==> config.mk <==
export PLATFORM = sky130hd
export DESIGN_NAME = lru_frame_replacer
export DESIGN_NICKNAME = d
export VERILOG_FILES = /design/src/design/lrufr_pkg.sv /design/src/design/lrufr_ram.sv /design/src/design/lrufr_apb.sv /design/src/design/lru_frame_replacer.sv
export SDC_FILE = /design/constraint.sdc
export NUM_CORES = 1
export LEC_CHECK = 0
export ABC_AREA = 1
export ABC_CLOCK_PERIOD_IN_PS = 10100
export BUFFER_PORTS_ARGS = -buffer_cell sky130_fd_sc_hd__buf_2
export CAP_MARGIN = 0
export CORE_ASPECT_RATIO = 1.5
export CORE_MARGIN = 8
export CORE_UTILIZATION = 45
export DETAILED_ROUTE_END_ITERATION = 10
export GPL_TIMING_DRIVEN = 1
export HOLD_SLACK_MARGIN = 0.02
export MAX_ROUTING_LAYER = met4
export SLEW_MARGIN = 25
export SYNTH_ARGS = -nofsm -noshare
export SYNTH_HDL_FRONTEND = slang
export SYNTH_SLANG_ARGS = --single-unit
==> constraint.sdc <==
create_clock -name i_clk -period 10.1 [get_ports i_clk]
set_input_delay 1.515 -clock i_clk [delete_from_list [all_inputs] [get_ports i_clk]]
set_output_delay 1.515 -clock i_clk [all_outputs]
set_load 0.01 [all_outputs]
==> src/design/lrufr_pkg.sv <==
// ----------------------------------------------------------------------------
// lrufr_pkg
// Shared constants for the LRU frame replacer: field widths, operation codes,
// configuration register map and reset values.
// ----------------------------------------------------------------------------
package lrufr_pkg;

    localparam int KIND_W       = 2;
    localparam int FRAME_W      = 6;
    localparam int COUNT_W      = 7;
    localparam int LIMIT_W      = 7;
    localparam int FRAME_SPAN   = 2 ** FRAME_W;
    localparam int NUM_FRAMES_DEF = 64;

    typedef logic [KIND_W-1:0] t_kind;

    localparam t_kind KIND_VICTIM = 2'd0;
    localparam t_kind KIND_PIN    = 2'd1;
    localparam t_kind KIND_UNPIN  = 2'd2;

    localparam int APB_ADDR_W = 3;
    localparam int APB_DATA_W = 32;

    localparam logic [APB_ADDR_W-1:0] ADDR_FRAME_LIMIT = 3'd0;
    localparam logic [LIMIT_W-1:0]    LIMIT_RESET      = 7'd64;

endpackage

==> src/design/lrufr_ram.sv <==
// ----------------------------------------------------------------------------
// lrufr_ram
// Generic single-write, single-read synchronous RAM with registered read data.
// ----------------------------------------------------------------------------
module lrufr_ram #(
    parameter int WIDTH = 8,
    parameter int DEPTH = 64
) (
    input  logic                     i_clk,
    input  logic                     i_we,
    input  logic [$clog2(DEPTH)-1:0] i_waddr,
    input  logic [WIDTH-1:0]         i_wdata,
    input  logic [$clog2(DEPTH)-1:0] i_raddr,
    output logic [WIDTH-1:0]         o_rdata
);

    logic [WIDTH-1:0] r_mem [DEPTH];
    logic [WIDTH-1:0] r_rdata;

    always_ff @(posedge i_clk) begin
        if (i_we) begin
            r_mem[i_waddr] <= i_wdata;
        end
        r_rdata <= r_mem[i_raddr];
    end

    assign o_rdata = r_rdata;

endmodule

==> src/design/lrufr_apb.sv <==
// ----------------------------------------------------------------------------
// lrufr_apb
// APB-style configuration port holding the frame limit register.
// ----------------------------------------------------------------------------
module lrufr_apb (
    input  logic                                i_clk,
    input  logic                                i_rst_n,
    input  logic                                psel,
    input  logic                                penable,
    input  logic                                pwrite,
    input  logic [lrufr_pkg::APB_ADDR_W-1:0]    paddr,
    input  logic [lrufr_pkg::APB_DATA_W-1:0]    pwdata,
    output logic [lrufr_pkg::APB_DATA_W-1:0]    prdata,
    output logic                                pready,
    output logic [lrufr_pkg::LIMIT_W-1:0]       o_frame_limit
);

    logic [lrufr_pkg::LIMIT_W-1:0] r_frame_limit;
    logic                          hit_limit;

    assign hit_limit = (paddr == lrufr_pkg::ADDR_FRAME_LIMIT);

    always_ff @(posedge i_clk) begin
        if (!i_rst_n) begin
            r_frame_limit <= lrufr_pkg::LIMIT_RESET;
        end else if (psel && penable && pwrite && hit_limit) begin
            r_frame_limit <= pwdata[lrufr_pkg::LIMIT_W-1:0];
        end
    end

    always_comb begin
        prdata = '0;
        if (hit_limit) begin
            prdata = {{(lrufr_pkg::APB_DATA_W - lrufr_pkg::LIMIT_W){1'b0}}, r_frame_limit};
        end
    end

    assign pready        = 1'b1;
    assign o_frame_limit = r_frame_limit;

endmodule

==> src/design/lru_frame_replacer.sv <==
// ----------------------------------------------------------------------------
// lru_frame_replacer
// Steps: a no-op goes straight to result; a victim or pin that unlinks
//   passes through take, a plain unpin through put, and an unpin that first
//   drops the newest entry through take then put. One request in flight at a
//   time, held by output stall; RAM steps: read, neighbor write-back, insert.
// Reset (synchronous, active low) empties the list and sets the limit to 64.
// ----------------------------------------------------------------------------
module lru_frame_replacer #(
    parameter int NUM_FRAMES = lrufr_pkg::NUM_FRAMES_DEF
) (
    input  logic                             i_clk,
    input  logic                             i_rst_n,
    input  logic                             i_in_valid,
    output logic                             o_in_stall,
    input  logic [lrufr_pkg::KIND_W-1:0]     i_kind,
    input  logic [lrufr_pkg::FRAME_W-1:0]    i_frame,
    output logic                             o_out_valid,
    input  logic                             i_out_stall,
    output logic                             o_found,
    output logic [lrufr_pkg::FRAME_W-1:0]    o_victim_frame,
    output logic [lrufr_pkg::COUNT_W-1:0]    o_entry_count,
    input  logic                             psel,
    input  logic                             penable,
    input  logic                             pwrite,
    input  logic [lrufr_pkg::APB_ADDR_W-1:0] paddr,
    input  logic [lrufr_pkg::APB_DATA_W-1:0] pwdata,
    output logic [lrufr_pkg::APB_DATA_W-1:0] prdata,
    output logic                             pready
);

    localparam int FW  = $clog2(NUM_FRAMES);
    localparam int CW  = $clog2(NUM_FRAMES + 1);
    localparam int LISTED_N = (NUM_FRAMES < lrufr_pkg::FRAME_SPAN) ?
                              NUM_FRAMES : lrufr_pkg::FRAME_SPAN;
    localparam int LW  = $clog2(LISTED_N);
    localparam int FXW = (FW > lrufr_pkg::FRAME_W) ? FW : lrufr_pkg::FRAME_W;
    localparam int CXW = (CW > lrufr_pkg::COUNT_W) ? CW : lrufr_pkg::COUNT_W;

    localparam logic [1:0] ST_IDLE   = 2'd0;
    localparam logic [1:0] ST_TAKE   = 2'd1;
    localparam logic [1:0] ST_PUT    = 2'd2;
    localparam logic [1:0] ST_RESULT = 2'd3;

    logic [1:0]          r_state, n_state;
    logic [FW-1:0]       r_newest, n_newest;
    logic [FW-1:0]       r_oldest, n_oldest;
    logic [CW-1:0]       r_count, n_count;
    logic [LISTED_N-1:0] r_listed, n_listed;
    logic [FW-1:0]       r_tf, r_fi;
    logic                r_found, r_put;
    logic                r_out_valid, n_out_valid;
    logic                r_out_found;
    logic [lrufr_pkg::FRAME_W-1:0] r_out_victim;
    logic [lrufr_pkg::COUNT_W-1:0] r_out_count;

    logic [lrufr_pkg::LIMIT_W-1:0] frame_limit;

    logic          nl_we, ol_we;
    logic [FW-1:0] nl_waddr, ol_waddr, nl_wdata, ol_wdata;
    logic [FW-1:0] nl_rdata, ol_rdata;

    logic [FXW-1:0] in_frame_x;
    logic [FW-1:0]  in_fi;
    logic           in_ok, in_listed;
    logic [CXW-1:0] cnt_x, lim_x;
    logic           cnt_nz, at_limit;
    logic           accept, out_free, load_out;
    logic [FW-1:0]  sel_tf;
    logic           sel_take, sel_put, sel_found;
    logic [CW-1:0]  take_cnt;
    logic [FXW-1:0] tf_x;

    lrufr_apb u_apb (
        .i_clk         (i_clk),
        .i_rst_n       (i_rst_n),
        .psel          (psel),
        .penable       (penable),
        .pwrite        (pwrite),
        .paddr         (paddr),
        .pwdata        (pwdata),
        .prdata        (prdata),
        .pready        (pready),
        .o_frame_limit (frame_limit)
    );

    lrufr_ram #(.WIDTH(FW), .DEPTH(NUM_FRAMES)) u_newer_ram (
        .i_clk   (i_clk),
        .i_we    (nl_we),
        .i_waddr (nl_waddr),
        .i_wdata (nl_wdata),
        .i_raddr (sel_tf),
        .o_rdata (nl_rdata)
    );

    lrufr_ram #(.WIDTH(FW), .DEPTH(NUM_FRAMES)) u_older_ram (
        .i_clk   (i_clk),
        .i_we    (ol_we),
        .i_waddr (ol_waddr),
        .i_wdata (ol_wdata),
        .i_raddr (sel_tf),
        .o_rdata (ol_rdata)
    );

    assign in_frame_x = FXW'(i_frame);
    assign in_fi      = in_frame_x[FW-1:0];
    assign in_ok      = (32'(i_frame) < NUM_FRAMES);
    assign in_listed  = r_listed[i_frame[LW-1:0]];
    assign cnt_x      = CXW'(r_count);
    assign lim_x      = CXW'(frame_limit);
    assign cnt_nz     = (r_count != '0);
    assign at_limit   = (cnt_x >= lim_x);
    assign take_cnt   = cnt_nz ? (r_count - CW'(1)) : '0;
    assign tf_x       = FXW'(r_tf);

    assign o_in_stall = (r_state != ST_IDLE);
    assign accept     = i_in_valid && !o_in_stall;
    assign out_free   = !r_out_valid || !i_out_stall;
    assign load_out   = (r_state == ST_RESULT) && out_free;

    // decode the request into a target frame and the steps it needs
    always_comb begin
        sel_tf    = r_oldest;
        sel_take  = 1'b0;
        sel_put   = 1'b0;
        sel_found = 1'b0;
        unique case (i_kind)
            lrufr_pkg::KIND_VICTIM: begin
                sel_tf    = r_oldest;
                sel_take  = cnt_nz;
                sel_found = cnt_nz;
            end
            lrufr_pkg::KIND_PIN: begin
                sel_tf   = in_fi;
                sel_take = in_ok && in_listed;
            end
            lrufr_pkg::KIND_UNPIN: begin
                sel_tf   = r_newest;
                sel_put  = in_ok && !in_listed;
                sel_take = in_ok && !in_listed && cnt_nz && at_limit;
            end
            default: begin
                sel_tf = r_oldest;
            end
        endcase
    end

    always_comb begin
        n_state  = r_state;
        n_newest = r_newest;
        n_oldest = r_oldest;
        n_count  = r_count;
        n_listed = r_listed;
        nl_we    = 1'b0;
        nl_waddr = r_fi;
        nl_wdata = r_fi;
        ol_we    = 1'b0;
        ol_waddr = r_fi;
        ol_wdata = r_fi;
        unique case (r_state)
            ST_IDLE: begin
                if (accept) begin
                    if (sel_take) begin
                        n_state = ST_TAKE;
                    end else if (sel_put) begin
                        n_state = ST_PUT;
                    end else begin
                        n_state = ST_RESULT;
                    end
                end
            end
            ST_TAKE: begin
                // unlink: nl_rdata is the newer neighbor, ol_rdata the older
                if (r_tf == r_newest) begin
                    n_newest = ol_rdata;
                end else begin
                    ol_we    = 1'b1;
                    ol_waddr = nl_rdata;
                    ol_wdata = ol_rdata;
                end
                if (r_tf == r_oldest) begin
                    n_oldest = nl_rdata;
                end else begin
                    nl_we    = 1'b1;
                    nl_waddr = ol_rdata;
                    nl_wdata = nl_rdata;
                end
                n_listed[r_tf[LW-1:0]] = 1'b0;
                n_count = take_cnt;
                if (take_cnt == '0) begin
                    n_newest = '0;
                    n_oldest = '0;
                end
                n_state = r_put ? ST_PUT : ST_RESULT;
            end
            ST_PUT: begin
                ol_we    = 1'b1;
                ol_waddr = r_fi;
                if (cnt_nz) begin
                    nl_we    = 1'b1;
                    nl_waddr = r_newest;
                    nl_wdata = r_fi;
                    ol_wdata = r_newest;
                end else begin
                    ol_wdata = r_fi;
                    n_oldest = r_fi;
                end
                n_newest = r_fi;
                n_listed[r_fi[LW-1:0]] = 1'b1;
                n_count  = r_count + CW'(1);
                n_state  = ST_RESULT;
            end
            ST_RESULT: begin
                // finish the insert: the new newest links to itself
                nl_we    = r_put;
                nl_waddr = r_fi;
                nl_wdata = r_fi;
                if (out_free) begin
                    n_state = ST_IDLE;
                end
            end
        endcase
    end

    assign n_out_valid = load_out || (r_out_valid && i_out_stall);

    always_ff @(posedge i_clk) begin
        if (!i_rst_n) begin
            r_state     <= ST_IDLE;
            r_newest    <= '0;
            r_oldest    <= '0;
            r_count     <= '0;
            r_listed    <= '0;
            r_out_valid <= 1'b0;
        end else begin
            r_state     <= n_state;
            r_newest    <= n_newest;
            r_oldest    <= n_oldest;
            r_count     <= n_count;
            r_listed    <= n_listed;
            r_out_valid <= n_out_valid;
        end
    end

    always_ff @(posedge i_clk) begin
        if (accept) begin
            r_tf    <= sel_tf;
            r_fi    <= in_fi;
            r_found <= sel_found;
            r_put   <= sel_put;
        end
        if (load_out) begin
            r_out_found  <= r_found;
            r_out_victim <= r_found ? tf_x[lrufr_pkg::FRAME_W-1:0] : '0;
            r_out_count  <= cnt_x[lrufr_pkg::COUNT_W-1:0];
        end
    end

    assign o_out_valid    = r_out_valid;
    assign o_found        = r_out_found;
    assign o_victim_frame = r_out_victim;
    assign o_entry_count  = r_out_count;

`ifndef SYNTH
    a_count_bound: assert property (@(posedge i_clk) disable iff (!i_rst_n)
        r_count <= CW'(NUM_FRAMES))
        else $error("entry count exceeds frame count");

    a_empty_ends: assert property (@(posedge i_clk) disable iff (!i_rst_n)
        (r_count == '0) |-> (r_newest == '0 && r_oldest == '0))
        else $error("empty list with nonzero ends");

    a_listed_count: assert property (@(posedge i_clk) disable iff (!i_rst_n)
        $countones(r_listed) == 32'(r_count))
        else $error("listed flags disagree with entry count");

    a_out_from_result: assert property (@(posedge i_clk) disable iff (!i_rst_n)
        $rose(o_out_valid) |-> $past(r_state) == ST_RESULT)
        else $error("result raised outside result state");
`endif

endmodule

# Word level (Yosys, flattened, before mapping)
# Memories as Yosys holds them, arrays and structs flattened. A register that Yosys moved wholly into a read port is not among the register bits.
# Cells that the tools add are included.
word_totals:
  ff_bits: 121
  ramBits: 768
  input_bits: 50
  output_inout_bits: 49
  word_cells: 109
  n_memories: 2
memory_table:
  columns: ["name", "words", "word_bits", "read_ports", "rd_clocked_by_memory_dff", "wr", "line_no", "text"]
  rows:
  - ["u_newer_ram.r_mem", 64, 6, 1, 1, 1, "lrufr_ram.sv:17", "logic [WIDTH-1:0] r_mem [DEPTH];"]
  - ["u_older_ram.r_mem", 64, 6, 1, 1, 1, "lrufr_ram.sv:17", null]
op_classes:
  n_addsub: 2
  n_lt_le_gt_ge: 6
  eq_ne: 12
  n_mux: 44
  bitwise: 3
  reduce_logical: 26
op_table:
  columns: ["operator", "n"]
  rows:
  - ["$pmux W64 S2", 1]
  - ["$mux W6", 12]
  - ["$and A64 B64 Y64", 1]
  - ["$not A64 Y64", 1]
  - ["$or A64 B64 Y64", 1]
  - ["$pmux W6 S2", 5]
  - ["$lt A6 B7 Y1 const B", 3]
  - ["$mux W7", 2]
  - ["$pmux W7 S2", 1]
  - ["$mux W1", 13]
  - ["$demux W1 S6", 2]
  - ["$eq A6 B6 Y1", 2]
  - ["$ge A6 B1 Y1 const B", 2]
  - ["$logic_and A1 B1 Y1", 10]
  - ["$pmux W2 S4", 1]
  - ["$add A7 B1 Y7 const B", 1]
  - ["$ge A7 B7 Y1", 1]
  - ["$logic_not A7 Y1", 1]
  - ["$reduce_bool A7 Y1", 1]
  - ["$sub A7 B1 Y7 const B", 1]
  - ["$bmux W1 S6", 1]
  - ["$eq A2 B2 Y1 const B", 3]
  - ["$mux W2", 3]
  - ["$ne A2 B2 Y1 const B", 3]
  - ["11 further kinds", 21]

# Logic depth before layout (Yosys ltp)
depth:
  word_depth: 9
  mapped_depth: 18
  mapped_depth_nobuf: 16

# Cells and area by module
# From an unflattened synthesis, not the netlist that was laid out.
unflattened:
  cells_unflattened: 3854
  hier_area_um2: 39265.2
modules_own_cells:
  columns: ["mod", "n_inst", "cells_each", "area_per_inst_um2", "seq_area_each_um2"]
  rows:
  - ["lrufr_ram", 2, 1376, 15930.3, 11651.2]
  - ["lru_frame_replacer", 1, 1011, 6806.5, 2562.5]
  - ["lrufr_apb", 1, 91, 598.1, 140.1]

# Worst setup path before layout
# OpenSTA, ideal clock, no wires.
synth_timing:
  path_type: "register to register"
  startpoint: "register r_tf[5]"
  endpoint: "memory u_newer_ram.r_mem[0][0] (netlist bit) (data pin)"
  setup_ns: 0.702
  arrival_ns: 3.778
  t_required_ns: 9.398
  slack_ns: 5.620
  path_stages_with_launch: 10
  n_path_buf: 2
  synth_period_minus_slack_ns: 4.480
  path_cell_list: "edfxtp_1 buf_6 clkinv_4 nor2_1 nor4_1 nand2_1 inv_2 nor2_2 clkbuf_1 o21ai_0"
synth_between:
  elab_chain_len: 3
synth_rtl:
  columns: ["item", "line_no", "text"]
  rows:
  - ["start: declaration", "lru_frame_replacer.sv:50", "logic [FW-1:0] r_tf, r_fi;"]
  - ["start signal: assignment", "lru_frame_replacer.sv:247", "r_tf <= sel_tf;"]
  - ["$eq A6 B6 Y1", "lru_frame_replacer.sv:181", "if (r_tf == r_oldest) begin"]
  - ["$mux W6", "lru_frame_replacer.sv:181", null]
  - ["$mux W6", null, null]
  - ["net nl_wdata[0]", "lru_frame_replacer.sv:60", "logic [FW-1:0] nl_waddr, ol_waddr, nl_wdata, ol_wdata;"]
  - ["end: declaration", "lrufr_ram.sv:17", null]
# The timed path passes the listed nets, and every way through them passes these cells.

# Worst setup path in the final report
layout_timing:
  startpoint: "input port i_kind[1] (netlist bit)"
  endpoint: "register u_older_ram.r_rdata[3] (netlist: u_older_ram.o_rdata[3]), read port of u_older_ram.r_mem"
layout_between:
  elab_chain_len: 2
  word_cells_on_any_way: 3
  classes_between: "eq/ne: 2; mux: 1"
layout_rtl:
  columns: ["item", "line_no", "text"]
  rows:
  - ["start: declaration", "lru_frame_replacer.sv:16", "input logic [lrufr_pkg::KIND_W-1:0] i_kind,"]
  - ["$eq A2 B2 Y1 / $eq A2 B1 Y1 (equally long branches)", "lru_frame_replacer.sv:127", "unique case (i_kind)"]
  - ["$pmux W6 S2 (*)", "lru_frame_replacer.sv:127", null]
  - ["end: declaration", "lrufr_ram.sv:18", "logic [WIDTH-1:0] r_rdata;"]
# Every way passes the cells marked *; elsewhere a longest branch is shown, timed or not.
# A chain may end at the register's enable or synchronous reset.

==> run metrics <==
insertion delay to the later sink of the worst-skew pair=650 ps; # port buffers=47; switching share of power=0.355; final-report hold violation count=0; Comb pwr share=0.291; number of global-route vias before repair=26000; ANT nets after route=0; sinks on the clock net=901; hold buffer count at cts=0; maximum net fanout on the critical path=166; Die Y=374 um; via-per-instance ratio=5.81; wire length of the first global-routing pass=152 mm; area share of the largest cell type after synthesis=0.620; Crit path required time=10670 ps; Final Cycle Share=0.503; arrival time of the worst setup path=5660 ps; maximum number of pins on one net before global-route repair=206; Total Routed Length=99.4 mm; antenna violations before repair=0; sum of net half-perimeters after detailed placement=60.2 mm; Psw=0.00418 W; fraction of layout cells with a size suffix above 1=0.113; ranking of synthesized cells by area=edfxtp_1 62%, nor2_1 5.8%, dfxtp_1 5.5%, o21ai_0 4.5%, nand2_1 2.5%; total area of multi-input combinational cells=11400 sq um; master cell of the clock root buffer=clkbuf_16; classification of the worst setup path=input port to flop; clock tree from TritonCTS=done; clock transition at the register clock pins on the worst setup and hold paths after CTS=60 ps; Worst-Margin Slew=1090 ps; number of enable flip-flop cells after synthesis=796; final core utilization=0.501; post-synth top area cell=edfxtp_1; maximum capacitance violations=0; hold_ws=485 ps; fraction of power consumed by sequential logic=0.435; register area=26000 sq um; Period minus WS final=5080 ps; share of total power in the clock network=0.274; net total in the final layout=3387; Leakage Power=13.4 nW; last weighted congestion value of the routability-driven placer=0.902; YS warnings=0; Core ar.=84900 sq um; fillcell total=7428; status=complete, no violations; fraction of synthesis flops using an asynchronous set or reset pin=0; Power per Cell Area=277 nW/um^2; antenna fix cells=0; first drt pass iteration count=7; worst clock skew=29.7 ps; number of synthesized register bits=901; total vias in the final route=26200; number of H-tree branching levels=3; area overhead of the layout relative to synthesis=10.3%; type of destination of the critical path=flop; max-slew violation count=0; Power, Total=0.0118 W; f_max=0.197 GHz; Synth Instances=3371; setup TNS=0 ps; Max-Slew Margin vs Limit=0.265; DRC=0; cell area after synthesis=38500 sq um; placement row count=131; violation count after the first detailed-route iteration=2154; io pins=99; Clock Path Buffers=3; post-synth cell types=50; clock buffer count from CTS=85; Syn Area/Cell=11.4 sq um; part of the Yosys area used for sequential elements=0.675; Die Outline Area=95500 sq um; Post CTS Setup Buffer Count=0; worst-case vdd ir drop=0.250 mV; Total Routing Usage GR=0.211; startpoint type of the worst setup path=input port; setup repair after global routing missed its margin=no; path class of the lowest-slack min-delay path=flop to flop; Remaining Overflow, GRT=0; routed length per placed instance=22.0 um; die span in x=255 um; top_reg_cell synth=edfxtp_1; initial core utilization=0.454; Finish-stage setup viols=0; number of cells upsized or downsized after cts=0; internal power component=0.00759 W
-- Yosys cell counts (9+ instances only) --
| cell type | n |
|---|---|
| nor4_1 | 9 |
| buf_1 | 25 |
| or2_2 | 99 |
| buf_2 | 30 |
| nand4_1 | 12 |
| o211ai_1 | 96 |
| nand3_1 | 139 |
| dfxtp_1 | 105 |
| nor2_1 | 599 |
| edfxtp_1 | 796 |
| nand2_1 | 261 |
| o21ai_0 | 349 |
| inv_2 | 20 |
| o32ai_1 | 96 |
| ha_1 | 19 |
| buf_4 | 27 |
| nor3_1 | 100 |
| o221ai_1 | 97 |
| inv_1 | 87 |
| clkbuf_1 | 159 |
| a21oi_1 | 185 |
-- worst max-delay path, cell delays in order --
cell      delay (ps)
buf_2            150
inv_1             80
ha_1             470
inv_2            120
nand2_1          130
nand2_4          190
inv_8            680
buf_4            790
nor2_1            80
o32ai_1          440
o211ai_1         170
nand3_1          200
nand3_1          220
nand2_1          170
-- logic make-up (layout without fill, tap and decap cells) --
logic type                 after synthesis  count (layout)  synth area share
other                                    2              26          0.000195
and+or+nand+nor                       1241            1241             0.140
DFF                                    901             901             0.675
xor gates and xnor gates                 2               2          0.000455
buffers and inverters                  355             345            0.0388
adders and majority gates               19              19           0.00617
AOI/OAI and AO/OA                      851             851             0.139
-- per-stage QoR --
| stage | worst slack [ps] | cell area, sq um | cells |
|---|---|---|---|
| global placement | 4540 | 39700 | 4361 |
| floorplan | 5620 | 38600 | 3395 |
| detailed placement | 4490 | 39700 | 4361 |
| global route | 4840 | 42500 | 4515 |
| finish | 5020 | 42500 | 4515 |
| CTS | 5180 | 42500 | 4515 |
-- path summary, 6_finish.rpt --
check	from	endpoint	slack, ps	cells past startpoint
setup / recovery	i_kind[1]	u_older_ram.o_rdata[3]$_DFF_P_	5020	14
hold / removal	u_apb.o_frame_limit[0]$_SDFFE_PN0P_	u_apb.o_frame_limit[0]$_SDFFE_PN0P_	490	2
setup reg to reg	r_tf[3]$_DFFE_PP_	u_newer_ram.r_mem[29][4]$_DFFE_PP_	5630	11
hold reg to reg	u_apb.o_frame_limit[0]$_SDFFE_PN0P_	u_apb.o_frame_limit[0]$_SDFFE_PN0P_	490	2
-- flip-flops by register name, indices dropped and copies added (netlist names) --
signal / flops
u_older_ram.r_mem: 384
o_entry_count: 7
u_newer_ram.r_mem: 384
o_out_valid: 1
u_apb.o_frame_limit: 7
r_found: 1
r_put: 1
r_fi: 6
r_oldest: 6
r_state: 2
r_tf: 6
u_older_ram.o_rdata: 6
r_listed: 64
r_newest: 6
u_newer_ram.o_rdata: 6
o_victim_frame: 6
o_found: 1
cnt_x: 7
-- area by class of cell --
type                       count  area share
tap                         1130      0.0333
clock buffer                 106      0.0544
clock inverter                48      0.0114
inverter                     112      0.0105
timing repair buffer          79      0.0115
sequential                   901       0.612
multi-input combinational   2139       0.267
-- layout by cell type, fill, tap and decap left out, drive strengths merged, types with 2 or more instances in the layout --
master   synthesis  routed
a21oi          190     190
ha              19      19
edfxtp         796     796
nand2          263     263
nand3          140     140
nand4           20      20
o32ai           96      96
o221ai          97      97
dfxtp          105     105
bufinv           0       9
nor3           104     104
conb             2      26
nor2           601     601
a221oi           3       3
o2111ai          2       2
o211ai          96      96
nor4            10      10
a211oi           3       3
clkinv           5      40
a22oi            5       5
o21ai          356     356
inv            107     110
o22ai            2       2
nor3b            2       2
clkbuf         159     106
buf             84      79
or2            101     101
-- routing by layer --
layer | track usage | vias up | wire (um)
met5 | - | - | 0
li1 | - | 12200 | -
met4 | 0.0966 | 0 | 4530
met1 | 0.250 | 12700 | 38000
met2 | 0.354 | 1019 | 50300
met3 | 0.0283 | 222 | 6570
-- power groups by stage --
stage	combinational, W	clock (W)	sequential (W)
after detailed placement	0.00342	0	0.00520
after floorplan	0.00212	0	0.00522
final	0.00342	0.00322	0.00513
after CTS	0.00343	0.00329	0.00512
after global routing	0.00374	0.00342	0.00514
after global placement	0.00331	0	0.00519
(Power assumes the default switching activity.)
